==> src/design/tlql_pkg.sv <==
// ----------------------------------------------------------------------------
// tlql_pkg
// Shared types and constants of the text line quad layout unit.
// ----------------------------------------------------------------------------
package tlql_pkg;

  localparam int unsigned LINE_QUADS = 64;
  localparam int unsigned CNT_W = $clog2(LINE_QUADS + 1);
  localparam int unsigned IDX_W = (LINE_QUADS > 1) ? $clog2(LINE_QUADS) : 1;

  localparam int unsigned CELL_W  = 16;
  localparam int unsigned CELL_H  = 10;
  localparam int unsigned U_OFF   = 2;
  localparam int unsigned V_OFF   = 1;
  localparam int unsigned GLYPH_H = 9;
  localparam int unsigned BAND_H  = 160;

  localparam int unsigned PADDR_W = 3;
  localparam int unsigned PDATA_W = 32;
  localparam int unsigned VH_W    = 12;
  localparam logic [PADDR_W-3:0] REG_VIEWPORT = '0;
  localparam logic [VH_W-1:0]    VIEWPORT_RESET = 12'd480;

  localparam logic       OP_WRITE = 1'b0;
  localparam logic       OP_TEXT  = 1'b1;
  localparam logic [7:0] CODE_EOT = 8'd0;
  localparam logic [7:0] CODE_NL  = 8'd10;

  typedef struct packed {
    logic [15:0] xl;
    logic [15:0] xr;
    logic [7:0]  code;
    logic [3:0]  w;
    logic [1:0]  color;
    logic [3:0]  scale;
  } line_entry_t;

  typedef struct packed {
    logic ready;
    logic process;
    logic emit;
  } ctrl_cmd_t;

  typedef struct packed {
    logic accepted;
    logic emit_start;
    logic issue_last;
  } dp_status_t;

endpackage

==> src/design/tlql_if.sv <==
// ----------------------------------------------------------------------------
// tlql_if
// Request channels of the text line quad layout unit: characters in, quads out.
// ----------------------------------------------------------------------------
interface tlql_item_if;
  logic               valid;
  logic               ready;
  logic               operation;
  logic [7:0]         code;
  logic [3:0]         glyph_width;
  logic signed [15:0] origin_x;
  logic signed [15:0] origin_y;
  logic [3:0]         scale;
  logic [1:0]         color;
  logic               center;

  modport source (output valid, operation, code, glyph_width, origin_x, origin_y,
                  scale, color, center, input ready);
  modport sink (input valid, operation, code, glyph_width, origin_x, origin_y,
                scale, color, center, output ready);
endinterface

interface tlql_quad_if;
  logic               valid;
  logic               ready;
  logic signed [15:0] x_left;
  logic signed [15:0] x_right;
  logic signed [15:0] y_low;
  logic signed [15:0] y_high;
  logic [8:0]         u_left;
  logic [8:0]         u_right;
  logic [9:0]         v_at_low;
  logic [9:0]         v_at_high;
  logic               last;
  logic               end_of_text;
  logic               line_overflow;

  modport source (output valid, x_left, x_right, y_low, y_high, u_left, u_right,
                  v_at_low, v_at_high, last, end_of_text, line_overflow, input ready);
  modport sink (input valid, x_left, x_right, y_low, y_high, u_left, u_right,
                v_at_low, v_at_high, last, end_of_text, line_overflow, output ready);
endinterface

==> src/design/tlql_ctrl.sv <==
// ----------------------------------------------------------------------------
// tlql_ctrl
// Sequencer: take a request, process it, then stream out a finished line when the request ends a non-empty line.
// ----------------------------------------------------------------------------
module tlql_ctrl (
  input  logic                clk,
  input  logic                rst,
  input  tlql_pkg::dp_status_t st,
  output tlql_pkg::ctrl_cmd_t  cmd
);

  typedef enum logic [2:0] {
    ST_IDLE = 3'b001,
    ST_PROC = 3'b010,
    ST_EMIT = 3'b100
  } state_t;

  state_t state, state_next;

  always_comb begin
    state_next  = state;
    cmd         = '0;
    unique case (state)
      ST_IDLE: begin
        cmd.ready = 1'b1;
        if (st.accepted) begin
          state_next = ST_PROC;
        end
      end
      ST_PROC: begin
        cmd.process = 1'b1;
        state_next  = st.emit_start ? ST_EMIT : ST_IDLE;
      end
      ST_EMIT: begin
        cmd.emit = 1'b1;
        if (st.issue_last) begin
          state_next = ST_IDLE;
        end
      end
      default: begin
        state_next = ST_IDLE;
      end
    endcase
  end

  always_ff @(posedge clk) begin
    if (rst) begin
      state <= ST_IDLE;
    end else begin
      state <= state_next;
    end
  end

endmodule

==> src/design/tlql_dpath.sv <==
// ----------------------------------------------------------------------------
// tlql_dpath
// Width table, pen state, line store and the quad output pipeline.
// ----------------------------------------------------------------------------
module tlql_dpath (
  input  logic                         clk,
  input  logic                         rst,
  input  tlql_pkg::ctrl_cmd_t          cmd,
  output tlql_pkg::dp_status_t         st,
  input  logic [tlql_pkg::VH_W-1:0]    viewport_height,
  tlql_item_if.sink                    item,
  tlql_quad_if.source                  quad
);

  // captured request
  logic        it_op;
  logic [7:0]  it_code;
  logic [3:0]  it_gw;
  logic [15:0] it_ox;
  logic [15:0] it_oy;
  logic [3:0]  it_scale;
  logic [1:0]  it_color;
  logic        it_center;

  // width table
  logic [3:0] wt_mem [256];
  logic [255:0] wt_valid;
  logic [3:0] wt_q;
  logic       wt_vq;

  // pen and line state
  logic [15:0]               pen_x;
  logic [15:0]               pen_y;
  logic                      text_start;
  logic [tlql_pkg::CNT_W-1:0] cnt;
  logic                      dropped;
  logic [15:0]               first_x;

  // line store
  tlql_pkg::line_entry_t line_mem [tlql_pkg::LINE_QUADS];

  // emission state
  logic [tlql_pkg::CNT_W-1:0] em_cnt;
  logic [tlql_pkg::CNT_W-1:0] em_idx;
  logic [15:0]               em_delta;
  logic [15:0]               em_y;
  logic                      em_eot;
  logic                      em_ovf;

  // read stage
  tlql_pkg::line_entry_t q_data;
  logic                  q_valid;
  logic                  q_last;
  logic                  q_eot;
  logic                  q_ovf;
  logic [15:0]           q_delta;
  logic [15:0]           q_y;

  // output register
  logic        o_valid;
  logic [15:0] o_xl, o_xr, o_yl, o_yh;
  logic [8:0]  o_ul, o_ur;
  logic [9:0]  o_vl, o_vh;
  logic        o_last, o_eot, o_ovf;

  logic        accept;
  logic [3:0]  w_eff;
  logic [7:0]  s9;
  logic [7:0]  wsc;
  logic [15:0] py_start;
  logic [15:0] px_eff;
  logic [15:0] py_eff;
  logic [15:0] xr_new;
  logic        is_glyph;
  logic        full;
  logic [16:0] mid_sum;
  logic [16:0] mid_adj;
  logic [15:0] delta;
  logic        issue;
  logic        adv_b;
  tlql_pkg::line_entry_t entry;

  logic [7:0]  q_s9;
  logic [8:0]  q_ul;
  logic [9:0]  q_vh;

  assign item.ready = cmd.ready && !rst;
  assign accept     = item.valid && item.ready;

  // processing of a captured request
  always_comb begin
    w_eff    = wt_vq ? wt_q : 4'd0;
    s9       = 8'(it_scale) * 8'(tlql_pkg::GLYPH_H);
    wsc      = 8'(w_eff) * 8'(it_scale);
    py_start = 16'(viewport_height) - it_oy - 16'(s9);
    px_eff   = text_start ? it_ox : pen_x;
    py_eff   = text_start ? py_start : pen_y;
    xr_new   = px_eff + 16'(wsc);
    is_glyph = (it_code != tlql_pkg::CODE_NL) && (it_code != tlql_pkg::CODE_EOT);
    full     = (cnt == tlql_pkg::CNT_W'(tlql_pkg::LINE_QUADS));
    // truncating midpoint of the line span
    mid_sum  = {first_x[15], first_x} + {px_eff[15], px_eff};
    mid_adj  = mid_sum + {16'd0, mid_sum[16]};
    delta    = it_ox - mid_adj[16:1];
    entry.xl    = px_eff;
    entry.xr    = xr_new;
    entry.code  = it_code;
    entry.w     = w_eff;
    entry.color = it_color;
    entry.scale = it_scale;
  end

  assign st.accepted   = accept;
  assign st.emit_start = cmd.process && (it_op == tlql_pkg::OP_TEXT) && !is_glyph
                         && (cnt != '0);
  assign adv_b         = q_valid && (!o_valid || quad.ready);
  assign issue         = cmd.emit && (em_idx != em_cnt) && (!q_valid || adv_b);
  assign st.issue_last = issue && ((em_idx + 1'b1) == em_cnt);

  always_ff @(posedge clk) begin
    if (accept) begin
      it_op     <= item.operation;
      it_code   <= item.code;
      it_gw     <= item.glyph_width;
      it_ox     <= item.origin_x;
      it_oy     <= item.origin_y;
      it_scale  <= item.scale;
      it_color  <= item.color;
      it_center <= item.center;
    end
  end

  // width table memory
  always_ff @(posedge clk) begin
    if (cmd.process && it_op == tlql_pkg::OP_WRITE) begin
      wt_mem[it_code] <= it_gw;
    end
    if (accept) begin
      wt_q <= wt_mem[item.code];
    end
  end

  always_ff @(posedge clk) begin
    if (rst) begin
      wt_valid <= '0;
      wt_vq    <= 1'b0;
    end else begin
      if (cmd.process && it_op == tlql_pkg::OP_WRITE) begin
        wt_valid[it_code] <= 1'b1;
      end
      if (accept) begin
        wt_vq <= wt_valid[item.code];
      end
    end
  end

  // line store memory
  always_ff @(posedge clk) begin
    if (cmd.process && it_op == tlql_pkg::OP_TEXT && is_glyph && !full) begin
      line_mem[cnt[tlql_pkg::IDX_W-1:0]] <= entry;
    end
    if (issue) begin
      q_data <= line_mem[em_idx[tlql_pkg::IDX_W-1:0]];
    end
  end

  // pen and line state
  always_ff @(posedge clk) begin
    if (rst) begin
      pen_x      <= '0;
      pen_y      <= '0;
      text_start <= 1'b1;
      cnt        <= '0;
      dropped    <= 1'b0;
      em_cnt     <= '0;
      em_idx     <= '0;
    end else if (cmd.process && it_op == tlql_pkg::OP_TEXT) begin
      text_start <= 1'b0;
      if (is_glyph) begin
        pen_y <= py_eff;
        if (full) begin
          dropped <= 1'b1;
          pen_x   <= px_eff;
        end else begin
          pen_x <= xr_new;
          cnt   <= cnt + 1'b1;
        end
      end else begin
        em_cnt     <= cnt;
        em_idx     <= '0;
        pen_x      <= it_ox;
        pen_y      <= py_eff - 16'(s9);
        cnt        <= '0;
        dropped    <= 1'b0;
        text_start <= (it_code == tlql_pkg::CODE_EOT);
      end
    end else if (issue) begin
      em_idx <= em_idx + 1'b1;
    end
  end

  always_ff @(posedge clk) begin
    if (cmd.process && it_op == tlql_pkg::OP_TEXT) begin
      if (is_glyph && !full && cnt == '0) begin
        first_x <= px_eff;
      end
      if (!is_glyph) begin
        em_delta <= it_center ? delta : 16'd0;
        em_y     <= py_eff;
        em_eot   <= (it_code == tlql_pkg::CODE_EOT);
        em_ovf   <= dropped;
      end
    end
    if (issue) begin
      q_last  <= ((em_idx + 1'b1) == em_cnt);
      q_eot   <= em_eot;
      q_ovf   <= em_ovf;
      q_delta <= em_delta;
      q_y     <= em_y;
    end
  end

  // quad conversion into the output register
  always_comb begin
    q_s9 = 8'(q_data.scale) * 8'(tlql_pkg::GLYPH_H);
    q_ul = 9'(q_data.code[3:0]) * 9'(tlql_pkg::CELL_W) + 9'(tlql_pkg::U_OFF);
    q_vh = 10'(q_data.code[7:4]) * 10'(tlql_pkg::CELL_H) + 10'(tlql_pkg::V_OFF)
           + 10'(q_data.color) * 10'(tlql_pkg::BAND_H);
  end

  always_ff @(posedge clk) begin
    if (rst) begin
      q_valid <= 1'b0;
      o_valid <= 1'b0;
    end else begin
      if (issue) begin
        q_valid <= 1'b1;
      end else if (adv_b) begin
        q_valid <= 1'b0;
      end
      if (adv_b) begin
        o_valid <= 1'b1;
      end else if (quad.ready) begin
        o_valid <= 1'b0;
      end
    end
  end

  always_ff @(posedge clk) begin
    if (adv_b) begin
      o_xl   <= q_data.xl + q_delta;
      o_xr   <= q_data.xr + q_delta;
      o_yl   <= q_y;
      o_yh   <= q_y + 16'(q_s9);
      o_ul   <= q_ul;
      o_ur   <= q_ul + 9'(q_data.w);
      o_vh   <= q_vh;
      o_vl   <= q_vh + 10'(tlql_pkg::GLYPH_H);
      o_last <= q_last;
      o_eot  <= q_eot;
      o_ovf  <= q_ovf;
    end
  end

  assign quad.valid         = o_valid;
  assign quad.x_left        = o_xl;
  assign quad.x_right       = o_xr;
  assign quad.y_low         = o_yl;
  assign quad.y_high        = o_yh;
  assign quad.u_left        = o_ul;
  assign quad.u_right       = o_ur;
  assign quad.v_at_low      = o_vl;
  assign quad.v_at_high     = o_vh;
  assign quad.last          = o_last;
  assign quad.end_of_text   = o_eot;
  assign quad.line_overflow = o_ovf;

endmodule

==> src/design/text_line_quad_layout_unit.sv <==
// ----------------------------------------------------------------------------
// text_line_quad_layout_unit
// Lays out characters as atlas quads, buffering a line and emitting it at
// newline or end of text, optionally centered on the origin.
//
//   channel  direction  handshake            carries
//   item     in         valid / ready        one character or width write
//   quad     out        valid / ready        one screen quad of a line
//   apb      in         psel/penable/pready  viewport_height at address 0
//
// each request is captured with the width table read, then processed; a
// line end then streams one quad per cycle, while the quad sink is ready,
// from the line store through a read stage and an output register
// a stalled quad holds the output register; requests wait until the line
// has been read out of the store
// reset is synchronous; the width table valid bits clear at once, no sweep
// ----------------------------------------------------------------------------
module text_line_quad_layout_unit (
  input  logic                            clk,
  input  logic                            rst,
  tlql_item_if.sink                       item,
  tlql_quad_if.source                     quad,
  input  logic                            psel,
  input  logic                            penable,
  input  logic                            pwrite,
  input  logic [tlql_pkg::PADDR_W-1:0]    paddr,
  input  logic [tlql_pkg::PDATA_W-1:0]    pwdata,
  output logic [tlql_pkg::PDATA_W-1:0]    prdata,
  output logic                            pready
);

  tlql_pkg::ctrl_cmd_t  cmd;
  tlql_pkg::dp_status_t st;
  logic [tlql_pkg::VH_W-1:0] viewport_height;
  logic sel_vh;

  assign pready = 1'b1;
  assign sel_vh = (paddr[tlql_pkg::PADDR_W-1:2] == tlql_pkg::REG_VIEWPORT);
  assign prdata = sel_vh ? tlql_pkg::PDATA_W'(viewport_height) : '0;

  always_ff @(posedge clk) begin
    if (rst) begin
      viewport_height <= tlql_pkg::VIEWPORT_RESET;
    end else if (psel && penable && pwrite && pready && sel_vh) begin
      viewport_height <= pwdata[tlql_pkg::VH_W-1:0];
    end
  end

  tlql_ctrl u_ctrl (
    .clk (clk),
    .rst (rst),
    .st  (st),
    .cmd (cmd)
  );

  tlql_dpath u_dpath (
    .clk             (clk),
    .rst             (rst),
    .cmd             (cmd),
    .st              (st),
    .viewport_height (viewport_height),
    .item            (item),
    .quad            (quad)
  );

`ifndef SYNTHESIS
  a_accept_then_process: assert property (@(posedge clk) disable iff (rst)
    (item.valid && item.ready) |=> (cmd.process && !item.ready))
    else $error("accepted request not processed next cycle");

  a_no_ready_while_emit: assert property (@(posedge clk) disable iff (rst)
    cmd.emit |-> !item.ready)
    else $error("request taken while line store is read out");

  a_last_issue_ends_emit: assert property (@(posedge clk) disable iff (rst)
    st.issue_last |=> !cmd.emit)
    else $error("readout continues past the last quad");
`endif

endmodule
==> src/flat_wrapper.sv <==
// flat-port wrapper written by rule: the top's interface ports become plain ports
module text_line_quad_layout_unit_flat 
  (clk, rst, psel, penable, pwrite, paddr, pwdata, prdata, pready, item_valid, item_operation, item_code, item_glyph_width, item_origin_x, item_origin_y, item_scale, item_color, item_center, item_ready, quad_valid, quad_x_left, quad_x_right, quad_y_low, quad_y_high, quad_u_left, quad_u_right, quad_v_at_low, quad_v_at_high, quad_last, quad_end_of_text, quad_line_overflow, quad_ready);
  tlql_item_if item_i ();
  tlql_quad_if quad_i ();
  input  logic clk;
  input  logic rst;
  input  logic psel;
  input  logic penable;
  input  logic pwrite;
  input  logic [tlql_pkg::PADDR_W-1:0] paddr;
  input  logic [tlql_pkg::PDATA_W-1:0] pwdata;
  output logic [tlql_pkg::PDATA_W-1:0] prdata;
  output logic pready;
  input wire logic [$bits(item_i.valid)-1:0] item_valid;
  input wire logic [$bits(item_i.operation)-1:0] item_operation;
  input wire logic [$bits(item_i.code)-1:0] item_code;
  input wire logic [$bits(item_i.glyph_width)-1:0] item_glyph_width;
  input wire logic [$bits(item_i.origin_x)-1:0] item_origin_x;
  input wire logic [$bits(item_i.origin_y)-1:0] item_origin_y;
  input wire logic [$bits(item_i.scale)-1:0] item_scale;
  input wire logic [$bits(item_i.color)-1:0] item_color;
  input wire logic [$bits(item_i.center)-1:0] item_center;
  output wire logic [$bits(item_i.ready)-1:0] item_ready;
  output wire logic [$bits(quad_i.valid)-1:0] quad_valid;
  output wire logic [$bits(quad_i.x_left)-1:0] quad_x_left;
  output wire logic [$bits(quad_i.x_right)-1:0] quad_x_right;
  output wire logic [$bits(quad_i.y_low)-1:0] quad_y_low;
  output wire logic [$bits(quad_i.y_high)-1:0] quad_y_high;
  output wire logic [$bits(quad_i.u_left)-1:0] quad_u_left;
  output wire logic [$bits(quad_i.u_right)-1:0] quad_u_right;
  output wire logic [$bits(quad_i.v_at_low)-1:0] quad_v_at_low;
  output wire logic [$bits(quad_i.v_at_high)-1:0] quad_v_at_high;
  output wire logic [$bits(quad_i.last)-1:0] quad_last;
  output wire logic [$bits(quad_i.end_of_text)-1:0] quad_end_of_text;
  output wire logic [$bits(quad_i.line_overflow)-1:0] quad_line_overflow;
  input wire logic [$bits(quad_i.ready)-1:0] quad_ready;
  assign item_i.valid = item_valid;
  assign item_i.operation = item_operation;
  assign item_i.code = item_code;
  assign item_i.glyph_width = item_glyph_width;
  assign item_i.origin_x = item_origin_x;
  assign item_i.origin_y = item_origin_y;
  assign item_i.scale = item_scale;
  assign item_i.color = item_color;
  assign item_i.center = item_center;
  assign item_ready = item_i.ready;
  assign quad_valid = quad_i.valid;
  assign quad_x_left = quad_i.x_left;
  assign quad_x_right = quad_i.x_right;
  assign quad_y_low = quad_i.y_low;
  assign quad_y_high = quad_i.y_high;
  assign quad_u_left = quad_i.u_left;
  assign quad_u_right = quad_i.u_right;
  assign quad_v_at_low = quad_i.v_at_low;
  assign quad_v_at_high = quad_i.v_at_high;
  assign quad_last = quad_i.last;
  assign quad_end_of_text = quad_i.end_of_text;
  assign quad_line_overflow = quad_i.line_overflow;
  assign quad_i.ready = quad_ready;
  text_line_quad_layout_unit u_core (.clk(clk), .rst(rst), .item(item_i), .quad(quad_i), .psel(psel), .penable(penable), .pwrite(pwrite), .paddr(paddr), .pwdata(pwdata), .prdata(prdata), .pready(pready));
endmodule
==> config.mk <==
export PLATFORM = sky130hd
export DESIGN_NAME = text_line_quad_layout_unit_flat
export DESIGN_NICKNAME = d
export VERILOG_FILES = /design/src/design/tlql_pkg.sv /design/src/design/tlql_if.sv /design/src/design/tlql_ctrl.sv /design/src/design/tlql_dpath.sv /design/src/design/text_line_quad_layout_unit.sv /design/src/flat_wrapper.sv
export SDC_FILE = /design/constraint.sdc
export NUM_CORES = 2
export LEC_CHECK = 0
export BUFFER_PORTS_ARGS = -buffer_cell sky130_fd_sc_hd__buf_2
export CORE_MARGIN = 4
export CORE_UTILIZATION = 45
export CTS_BUF_LIST = sky130_fd_sc_hd__clkbuf_8
export DETAILED_ROUTE_END_ITERATION = 10
export PLACE_DENSITY = 0.69
export SLEW_MARGIN = 0
export SYNTH_ARGS = -nofsm -noshare
export SYNTH_HDL_FRONTEND = slang
export SYNTH_HIERARCHICAL = 1
export SYNTH_MEMORY_MAX_BITS = 65536
export SYNTH_SLANG_ARGS = --single-unit
==> constraint.sdc <==
create_clock -name clk -period 8.4 [get_ports clk]
set_input_delay 0.84 -clock clk [delete_from_list [all_inputs] [get_ports clk]]
set_output_delay 0.84 -clock clk [all_outputs]
set_load 0.01 [all_outputs]
Yosys cells after proc, flatten, opt, wreduce, memory -nomap -nowiden
Memory sizes are Yosys's and may differ from the RTL's. A register that Yosys moved wholly into a read port is not among the register bits.
Cells that the tools add are included.
{"block": "word_totals", "ff_bits": 571, "ramBits": 4224, "inputBits": 94, "out_inout_bits": 140, "memories": 2}
{"block": "classes", "add_sub_neg": 17, "multipliers": 5, "magnitude_cmp": 3, "eq_ne": 12, "n_mux": 34, "bitwise_logic": 4, "reduce_logical": 39}
{"name": "u_core.u_dpath.line_mem", "depth": 64, "word_bits": 50, "rd": 1, "rd_ports_with_merged_regs": 1, "wr": 1, "line": "tlql_dpath.sv:40", "source": "tlql_pkg::line_entry_t line_mem [tlql_pkg::LINE_QUADS];"}
{"name": "u_core.u_dpath.wt_mem", "depth": 256, "word_bits": 4, "rd": 1, "rd_ports_with_merged_regs": 1, "wr": 1, "line": "tlql_dpath.sv:26", "source": "logic [3:0] wt_mem [256];"}
{"operator": "$or 256x256->256", "count": 1}
{"operator": "$mux 16", "count": 5}
{"operator": "$mux 7", "count": 5}
{"operator": "$add 16x16->16", "count": 2}
{"operator": "$add 16x8->16", "count": 2}
{"operator": "$sub 16x8->16", "count": 2}
{"operator": "$logic_and 1x1->1", "count": 19}
{"operator": "$lt 8x9->1 const B", "count": 2}
{"operator": "$add 16x16->17", "count": 1}
{"operator": "$add 17x1->17", "count": 1}
{"operator": "$mul 4x4->8 const B", "count": 2}
{"operator": "$mux 1", "count": 16}
{"operator": "$sub 12x16->16", "count": 1}
{"operator": "$sub 16x16->16", "count": 1}
{"operator": "$add 7x1->7 const B", "count": 2}
{"operator": "$mux 12", "count": 1}
{"operator": "$reduce_and 2->1", "count": 6}
{"operator": "$add 10x4->10 const B", "count": 1}
{"operator": "$add 9x10->10", "count": 1}
{"operator": "$add 8x1->9 const B", "count": 1}
{"operator": "$add 8x2->9 const B", "count": 1}
{"operator": "$add 9x4->9", "count": 1}
{"operator": "$mux 3", "count": 3}
{"operator": "$pmux 3 s3", "count": 1}
{"operator": "24 further kinds", "count": 36}

Logic depth before layout (Yosys ltp)
{"block": "depth", "ltp_word": 8, "mapped_depth": 30, "mapped_depth_nobuf": 26}

Modules after synthesis
The synthesis kept the hierarchy.
{"mod": "tlql_dpath", "n_inst": 1, "cells_per_inst": 8672, "area_per_inst_um2": 188814.8, "seq_area_each_um2": 141806.0}
{"mod": "text_line_quad_layout_unit", "n_inst": 1, "cells_per_inst": 89, "area_per_inst_um2": 788.3, "seq_area_each_um2": 240.2}
{"mod": "tlql_ctrl", "n_inst": 1, "cells_per_inst": 14, "area_per_inst_um2": 151.4, "seq_area_each_um2": 60.1}

Worst setup path after synthesis
Ideal clock, no wire load.
{"block": "synth_path", "path_kind": "register to register", "from": "register u_core.u_dpath.text_start", "to": "register u_core.u_dpath.em_delta[15] (data pin)", "setup_ps": 149, "arrival_ps": 6708, "t_required_ps": 8251, "setup_slack_ps": 1543, "path_stages_with_launch": 30, "synth_period_minus_slack_ps": 6857, "path_cell_list": "dfxtp_1 > clkbuf_1 > buf_1 > clkbuf_1 > clkbuf_1 > mux2_2 > ha_1 > inv_1 > fa_1 > nand2b_1 > a21o_1 > a211oi_1 > o21ai_0 > a22oi_1 > nand2b_1 > inv_1 > ha_1 > nand3_1 > nor2_1 > and3_1 > xnor2_1 > ha_1 > and3_1 > nand3_1 > a21oi_1 > nor3_1 > o41ai_1 > xnor2_1 > or2_2 > mux2i_1"}
{"block": "synth_between", "elab_chain_cells": 4}
{"item": "start, declared", "line": "tlql_dpath.sv:34", "source": "logic text_start;"}
{"item": "start signal, assigned", "line": "tlql_dpath.sv:195", "source": "text_start <= (it_code == tlql_pkg::CODE_EOT);"}
{"item": "$mux 16", "line": "tlql_dpath.sv:96", "source": "px_eff = text_start ? it_ox : pen_x;"}
{"item": "via u_core.u_dpath.px_eff[0]", "line": "tlql_dpath.sv:71", "source": "logic [15:0] px_eff;"}
{"item": "$add 16x16->17", "line": "tlql_dpath.sv:102", "source": "mid_sum = {first_x[15], first_x} + {px_eff[15], px_eff};"}
{"item": "$add 17x1->17", "line": "tlql_dpath.sv:103", "source": "mid_adj = mid_sum + {16'd0, mid_sum[16]};"}
{"item": "$sub 16x16->16", "line": "tlql_dpath.sv:104", "source": "delta = it_ox - mid_adj[16:1];"}
{"item": "end signal, assigned", "line": "tlql_dpath.sv:208", "source": "em_delta <= it_center ? delta : 16'd0;"}
{"item": "end, declared", "line": "tlql_dpath.sv:45", "source": "logic [15:0] em_delta;"}
The timed path passes the listed nets, and every way through them passes these cells.
A chain may end at the register's enable or synchronous reset.

Worst setup path after layout
{"block": "layout_path", "from": "register u_core.u_dpath.it_ox[0]", "to": "register u_core.u_dpath.em_delta[15] (data pin)"}
{"block": "layout_between", "elab_chain_cells": 4}
{"item": "start, declared", "line": "tlql_dpath.sv:19", "source": "logic [15:0] it_ox;"}
{"item": "start signal, assigned", "line": "tlql_dpath.sv:125", "source": "it_ox <= item.origin_x;"}
{"item": "$mux 16", "line": "tlql_dpath.sv:96"}
{"item": "via u_core.u_dpath.px_eff[0]", "line": "tlql_dpath.sv:71"}
{"item": "$add 16x16->17", "line": "tlql_dpath.sv:102"}
{"item": "$add 17x1->17", "line": "tlql_dpath.sv:103"}
{"item": "$sub 16x16->16", "line": "tlql_dpath.sv:104"}
The timed path passes the listed nets, and every way through them passes these cells.

==> results.json <==
{
  "critical_path.startpoint_type": "flop",
  "clock.fmax_ghz": 0.145,
  "chipWidth_um": 657,
  "final_max_slew_viol_count": 0,
  "die_height_um": 657,
  "outcome": "finished clean",
  "clkLatencyLatePin_ps": 1260,
  "clock_power_share_pct": 39.9,
  "synth_cell_type_count": 75,
  "worst_setup_hold_path_clk_slew_ps": 60,
  "antenna_violating_nets_post_route": 0,
  "min_path_cells": 3,
  "critical_path_arrival_ps": 7980,
  "min-delay-start": "rst",
  "post_synthesis_instance_total": 8775,
  "total_power_mw": 46.0,
  "design.die.area_mm2": 0.432,
  "h-tree-depth": 6,
  "period_share_pct": 82.3,
  "io_pins": 234,
  "drcViolationCount": 0,
  "min_delay_worst_endpoint": "u_core/viewport_height[7]",
  "cell_area_placed_mm2": 0.199,
  "wl_per_cell_um": 30.8,
  "reg2reg_to": "u_core/u_dpath/em_delta[15]",
  "number_of_buffers_added_for_setup_after_cts": 0,
  "timing.reg2reg.setup_slack_ps": 1490,
  "postSynthRegisterBits": 4842,
  "worst_r2r_startpoint": "u_core/u_dpath/it_ox[0]",
  "clock-sinks": 4842,
  "root_buffer_selected_by_cts": "sky130_fd_sc_hd__clkbuf_8",
  "seqCellArea_mm2": 0.142,
  "rr_worst_depth": 25,
  "place_ws_ps": 1660,
  "max_cap_viols": 0,
  "synth_edf_count": 4513,
  "firstDrtPassIters": 6,
  "yosysWarnings": 6,
  "unrepaired_setup_endpoints_after_global_routing": "no",
  "hp-class": "in2reg",
  "fin_nets": 9791,
  "final.setup.worst_slack_ps": 1490,
  "hold_violations": 0,
  "synth.yosys.seq_area_share_pct": 74.9,
  "critical_path.max_fanout": 67,
  "synth_area_per_cell_um2": 21.6,
  "wirelength_um": 487000,
  "vdd.ir_drop.worst_mv": 0.188,
  "synthesis.area_mm2": 0.190,
  "clockBufferDepth": 4,
  "timing.setup.critical_path_class": "reg2reg",
  "hpwl_um": 270000,
  "core.rowCount": 238,
  "placeableCoreArea_mm2": 0.420,
  "dominantRegCellSynth": "sky130_fd_sc_hd__edfxtp_1",
  "p_leak_nw": 66.8,
  "power_density_mw_per_mm2": 215,
  "post_cts_resize_count": 0,
  "switching_share_pct": 21.8,
  "global_route.usage.total_pct": 22.3,
  "period_needed_ps": 6910,
  "timing_worst_slew_pin_value_ps": 1450,
  "drt-initial-drc-count": 12100,
  "flow.area_growth_from_synthesis_pct": 12.5,
  "final_util_pct": 50.8,
  "post_cts_hold_buffer_count": 58,
  "tritoncts": "yes",
  "finalClockSkew_ps": 106,
  "grt_overflow": 0,
  "power.sequential.fraction_pct": 57.4,
  "buffer_ports.inserted": 183,
  "total_switching_power_mw": 10.0,
  "layout.filler_cells": 32400,
  "initial_util_pct": 45.2,
  "critical_path_required_ps": 9470,
  "place_congestion": 0.871,
  "vias_per_cell": 6.03,
  "setup-tns-final_ps": 0,
  "tritoncts.num_buffers": 745,
  "via_count": 95200,
  "synthArstFlopShare_pct": 0,
  "timing.critical_path.to_type": "flop",
  "final-setup-viol-count": 0,
  "final_layout_size_suffix_gt1_share_pct": 29.0,
  "slew_hr_pct": 2.36,
  "grt_pass1_wl_um": 698000,
  "via_count_of_the_first_global_routing_pass": 96500,
  "antenna_found_initial": 25,
  "non_filler_cell_area_final_mm2": 0.213,
  "internal_mw": 36.0,
  "largest_net_degree_at_the_start_of_global_routing": 177,
  "power.share.combinational_pct": 2.7,
  "multiInputGateArea_mm2": 0.0459
}
worst max-delay path, stage by stage, from the launching register on:
cell and delay [ps]:
sky130_fd_sc_hd__edfxtp_1 420, sky130_fd_sc_hd__mux2_2 1000, sky130_fd_sc_hd__ha_1 360, sky130_fd_sc_hd__inv_1 70
sky130_fd_sc_hd__fa_1 400, sky130_fd_sc_hd__nand2b_1 210, sky130_fd_sc_hd__a21o_1 200, sky130_fd_sc_hd__a211oi_1 510
sky130_fd_sc_hd__o21ai_0 210, sky130_fd_sc_hd__a22oi_1 410, sky130_fd_sc_hd__nand2b_1 190, sky130_fd_sc_hd__inv_1 50
sky130_fd_sc_hd__ha_1 210, sky130_fd_sc_hd__nand3_1 110, sky130_fd_sc_hd__nor2_1 100, sky130_fd_sc_hd__and3_1 200
sky130_fd_sc_hd__xnor2_1 120, sky130_fd_sc_hd__ha_1 350, sky130_fd_sc_hd__and3_1 230, sky130_fd_sc_hd__nand3_1 90
sky130_fd_sc_hd__a21oi_1 210, sky130_fd_sc_hd__nor3_1 110, sky130_fd_sc_hd__o41ai_1 430, sky130_fd_sc_hd__xnor2_1 150
sky130_fd_sc_hd__or2_2 280, sky130_fd_sc_hd__mux2i_1 120
synth_stat cells, types with 38 or more instances:
cell                       count  area share [%]
sky130_fd_sc_hd__xnor2_1      91            0.42
sky130_fd_sc_hd__xor2_1       38            0.18
sky130_fd_sc_hd__clkbuf_1    300            0.59
sky130_fd_sc_hd__nor3_1       40            0.11
sky130_fd_sc_hd__mux4_2     1462              17
sky130_fd_sc_hd__inv_1       140            0.28
sky130_fd_sc_hd__o21a_1      265             1.0
sky130_fd_sc_hd__o21ai_0      74            0.20
sky130_fd_sc_hd__nand2_1     155            0.31
sky130_fd_sc_hd__buf_2        41            0.11
sky130_fd_sc_hd__mux2i_1      43            0.23
sky130_fd_sc_hd__dfxtp_1     329             3.5
sky130_fd_sc_hd__nor2_1      452            0.89
sky130_fd_sc_hd__a21oi_1     111            0.29
sky130_fd_sc_hd__ha_1        138            0.91
sky130_fd_sc_hd__buf_1        97            0.19
sky130_fd_sc_hd__nand3_1      54            0.14
sky130_fd_sc_hd__edfxtp_1   4513              71
per-stage QoR:
step / cells / hold WS (ps)
after floorplan: 8799 / 400
after global placement: 14400 / 404
after detailed placement: 14400 / 405
after CTS: 15800 / 6.10
after global routing: 15800 / 126
final: 15800 / 147
metal layers:
layer  vias to the layer above  track usage, %  wire length [um]
met5                         -               0                82
met4                        12            7.67             18700
met3                      1033            4.39             48200
met2                      5441            36.4            239000
met1                     50500            30.1            181000
li1                      38200               -                 -
cell families after synthesis:
group	Yosys count	share of synthesized area [%]
AOI/OAI and AO/OA	596	2.13
adders and majority gates	164	1.18
and+or+nand+nor	893	2.13
xor gates and xnor gates	129	0.595
muxes	1530	17.7
other	4	0.00791
DFF	4842	74.9
buffers and inverters	617	1.34
sequential cells by signal, indices dropped and copies added, names as in the netlist, 12 cells and up:
signal,cells
u_core/u_dpath/line_mem,3200
u_core/u_dpath/wt_mem,1024
u_core/u_dpath/wt_valid,256
u_core/u_dpath/q_data,50
u_core/u_dpath/em_delta,16
u_core/u_dpath/em_y,16
u_core/u_dpath/first_x,16
u_core/u_dpath/it_ox,16
u_core/u_dpath/it_oy,16
u_core/u_dpath/pen_x,16
u_core/u_dpath/pen_y,16
u_core/u_dpath/q_delta,16
u_core/u_dpath/q_y,16
u_core/u_dpath/quad.x_left,16
u_core/u_dpath/quad.x_right,16
u_core/u_dpath/quad.y_high,16
u_core/u_dpath/quad.y_low,16
u_core/viewport_height,12
area by class of cell:
type,count,share of cell area (%)
sequential,4842,66.6
multi-input combinational,3340,21.5
clock buffer,784,5.06
tap,5640,3.31
timing repair buffer,462,1.80
clock inverter,568,1.46
inverter,142,0.254
antenna,8,0.00938
worst max path at each step:
| stage | endpoint | from | cells after the start | slack (ps) |
|---|---|---|---|---|
| 2_1_floorplan | u_core/u_dpath/em_delta[15] | u_core/u_dpath/text_start | 29 | 1540 |
| 3_3_place_gp | u_core/u_dpath/em_delta[15] | u_core/u_dpath/text_start | 25 | 1540 |
| 3_5_place_dp | u_core/u_dpath/em_delta[15] | u_core/u_dpath/it_ox[0] | 25 | 1660 |
| 4_1_cts | u_core/u_dpath/em_delta[15] | u_core/u_dpath/it_ox[0] | 25 | 1630 |
| 5_1_grt | u_core/u_dpath/em_delta[14] | u_core/u_dpath/it_ox[0] | 24 | 1010 |
| 6_report | u_core/u_dpath/em_delta[15] | u_core/u_dpath/it_ox[0] | 25 | 1490 |
cells in the final DEF, fill, tap and decap left out, types with 37 or more instances in the layout:
cell type                       synthesis  final
sky130_fd_sc_hd__xnor2_1               91     79
sky130_fd_sc_hd__mux4_2              1462   1462
sky130_fd_sc_hd__clkinv_2               0     68
sky130_fd_sc_hd__nand3_1               54     50
sky130_fd_sc_hd__nor3_1                40     39
sky130_fd_sc_hd__xor2_1                38     37
sky130_fd_sc_hd__o21a_1               265    265
sky130_fd_sc_hd__dlygate4sd3_1          0     58
sky130_fd_sc_hd__buf_2                 41    179
sky130_fd_sc_hd__ha_1                 138    136
sky130_fd_sc_hd__edfxtp_1            4513   4513
sky130_fd_sc_hd__mux2i_1               43     43
sky130_fd_sc_hd__inv_1                140    399
sky130_fd_sc_hd__o21ai_0               74     73
sky130_fd_sc_hd__buf_12                 1     53
sky130_fd_sc_hd__dfxtp_1              329    322
sky130_fd_sc_hd__a21oi_1              111    111
sky130_fd_sc_hd__nor2_4                 0     64
sky130_fd_sc_hd__nor2_1               452    388
sky130_fd_sc_hd__nand2_1              155    147
sky130_fd_sc_hd__clkinv_1               2    167
sky130_fd_sc_hd__buf_4                 32    169
sky130_fd_sc_hd__clkbuf_8               0    784
power groups by stage:
stage / Sequential, mW / Combinational [mW] / Clock (mW)
after global routing: 26.4 / 1.35 / 19.9
after detailed placement: 26.9 / 1.23 / 0
after floorplan: 27.0 / 0.748 / 0
final: 26.4 / 1.26 / 18.3
after CTS: 26.4 / 1.25 / 18.7
after global placement: 26.9 / 1.18 / 0
Note: power is estimated with default switching activity, not from simulation.
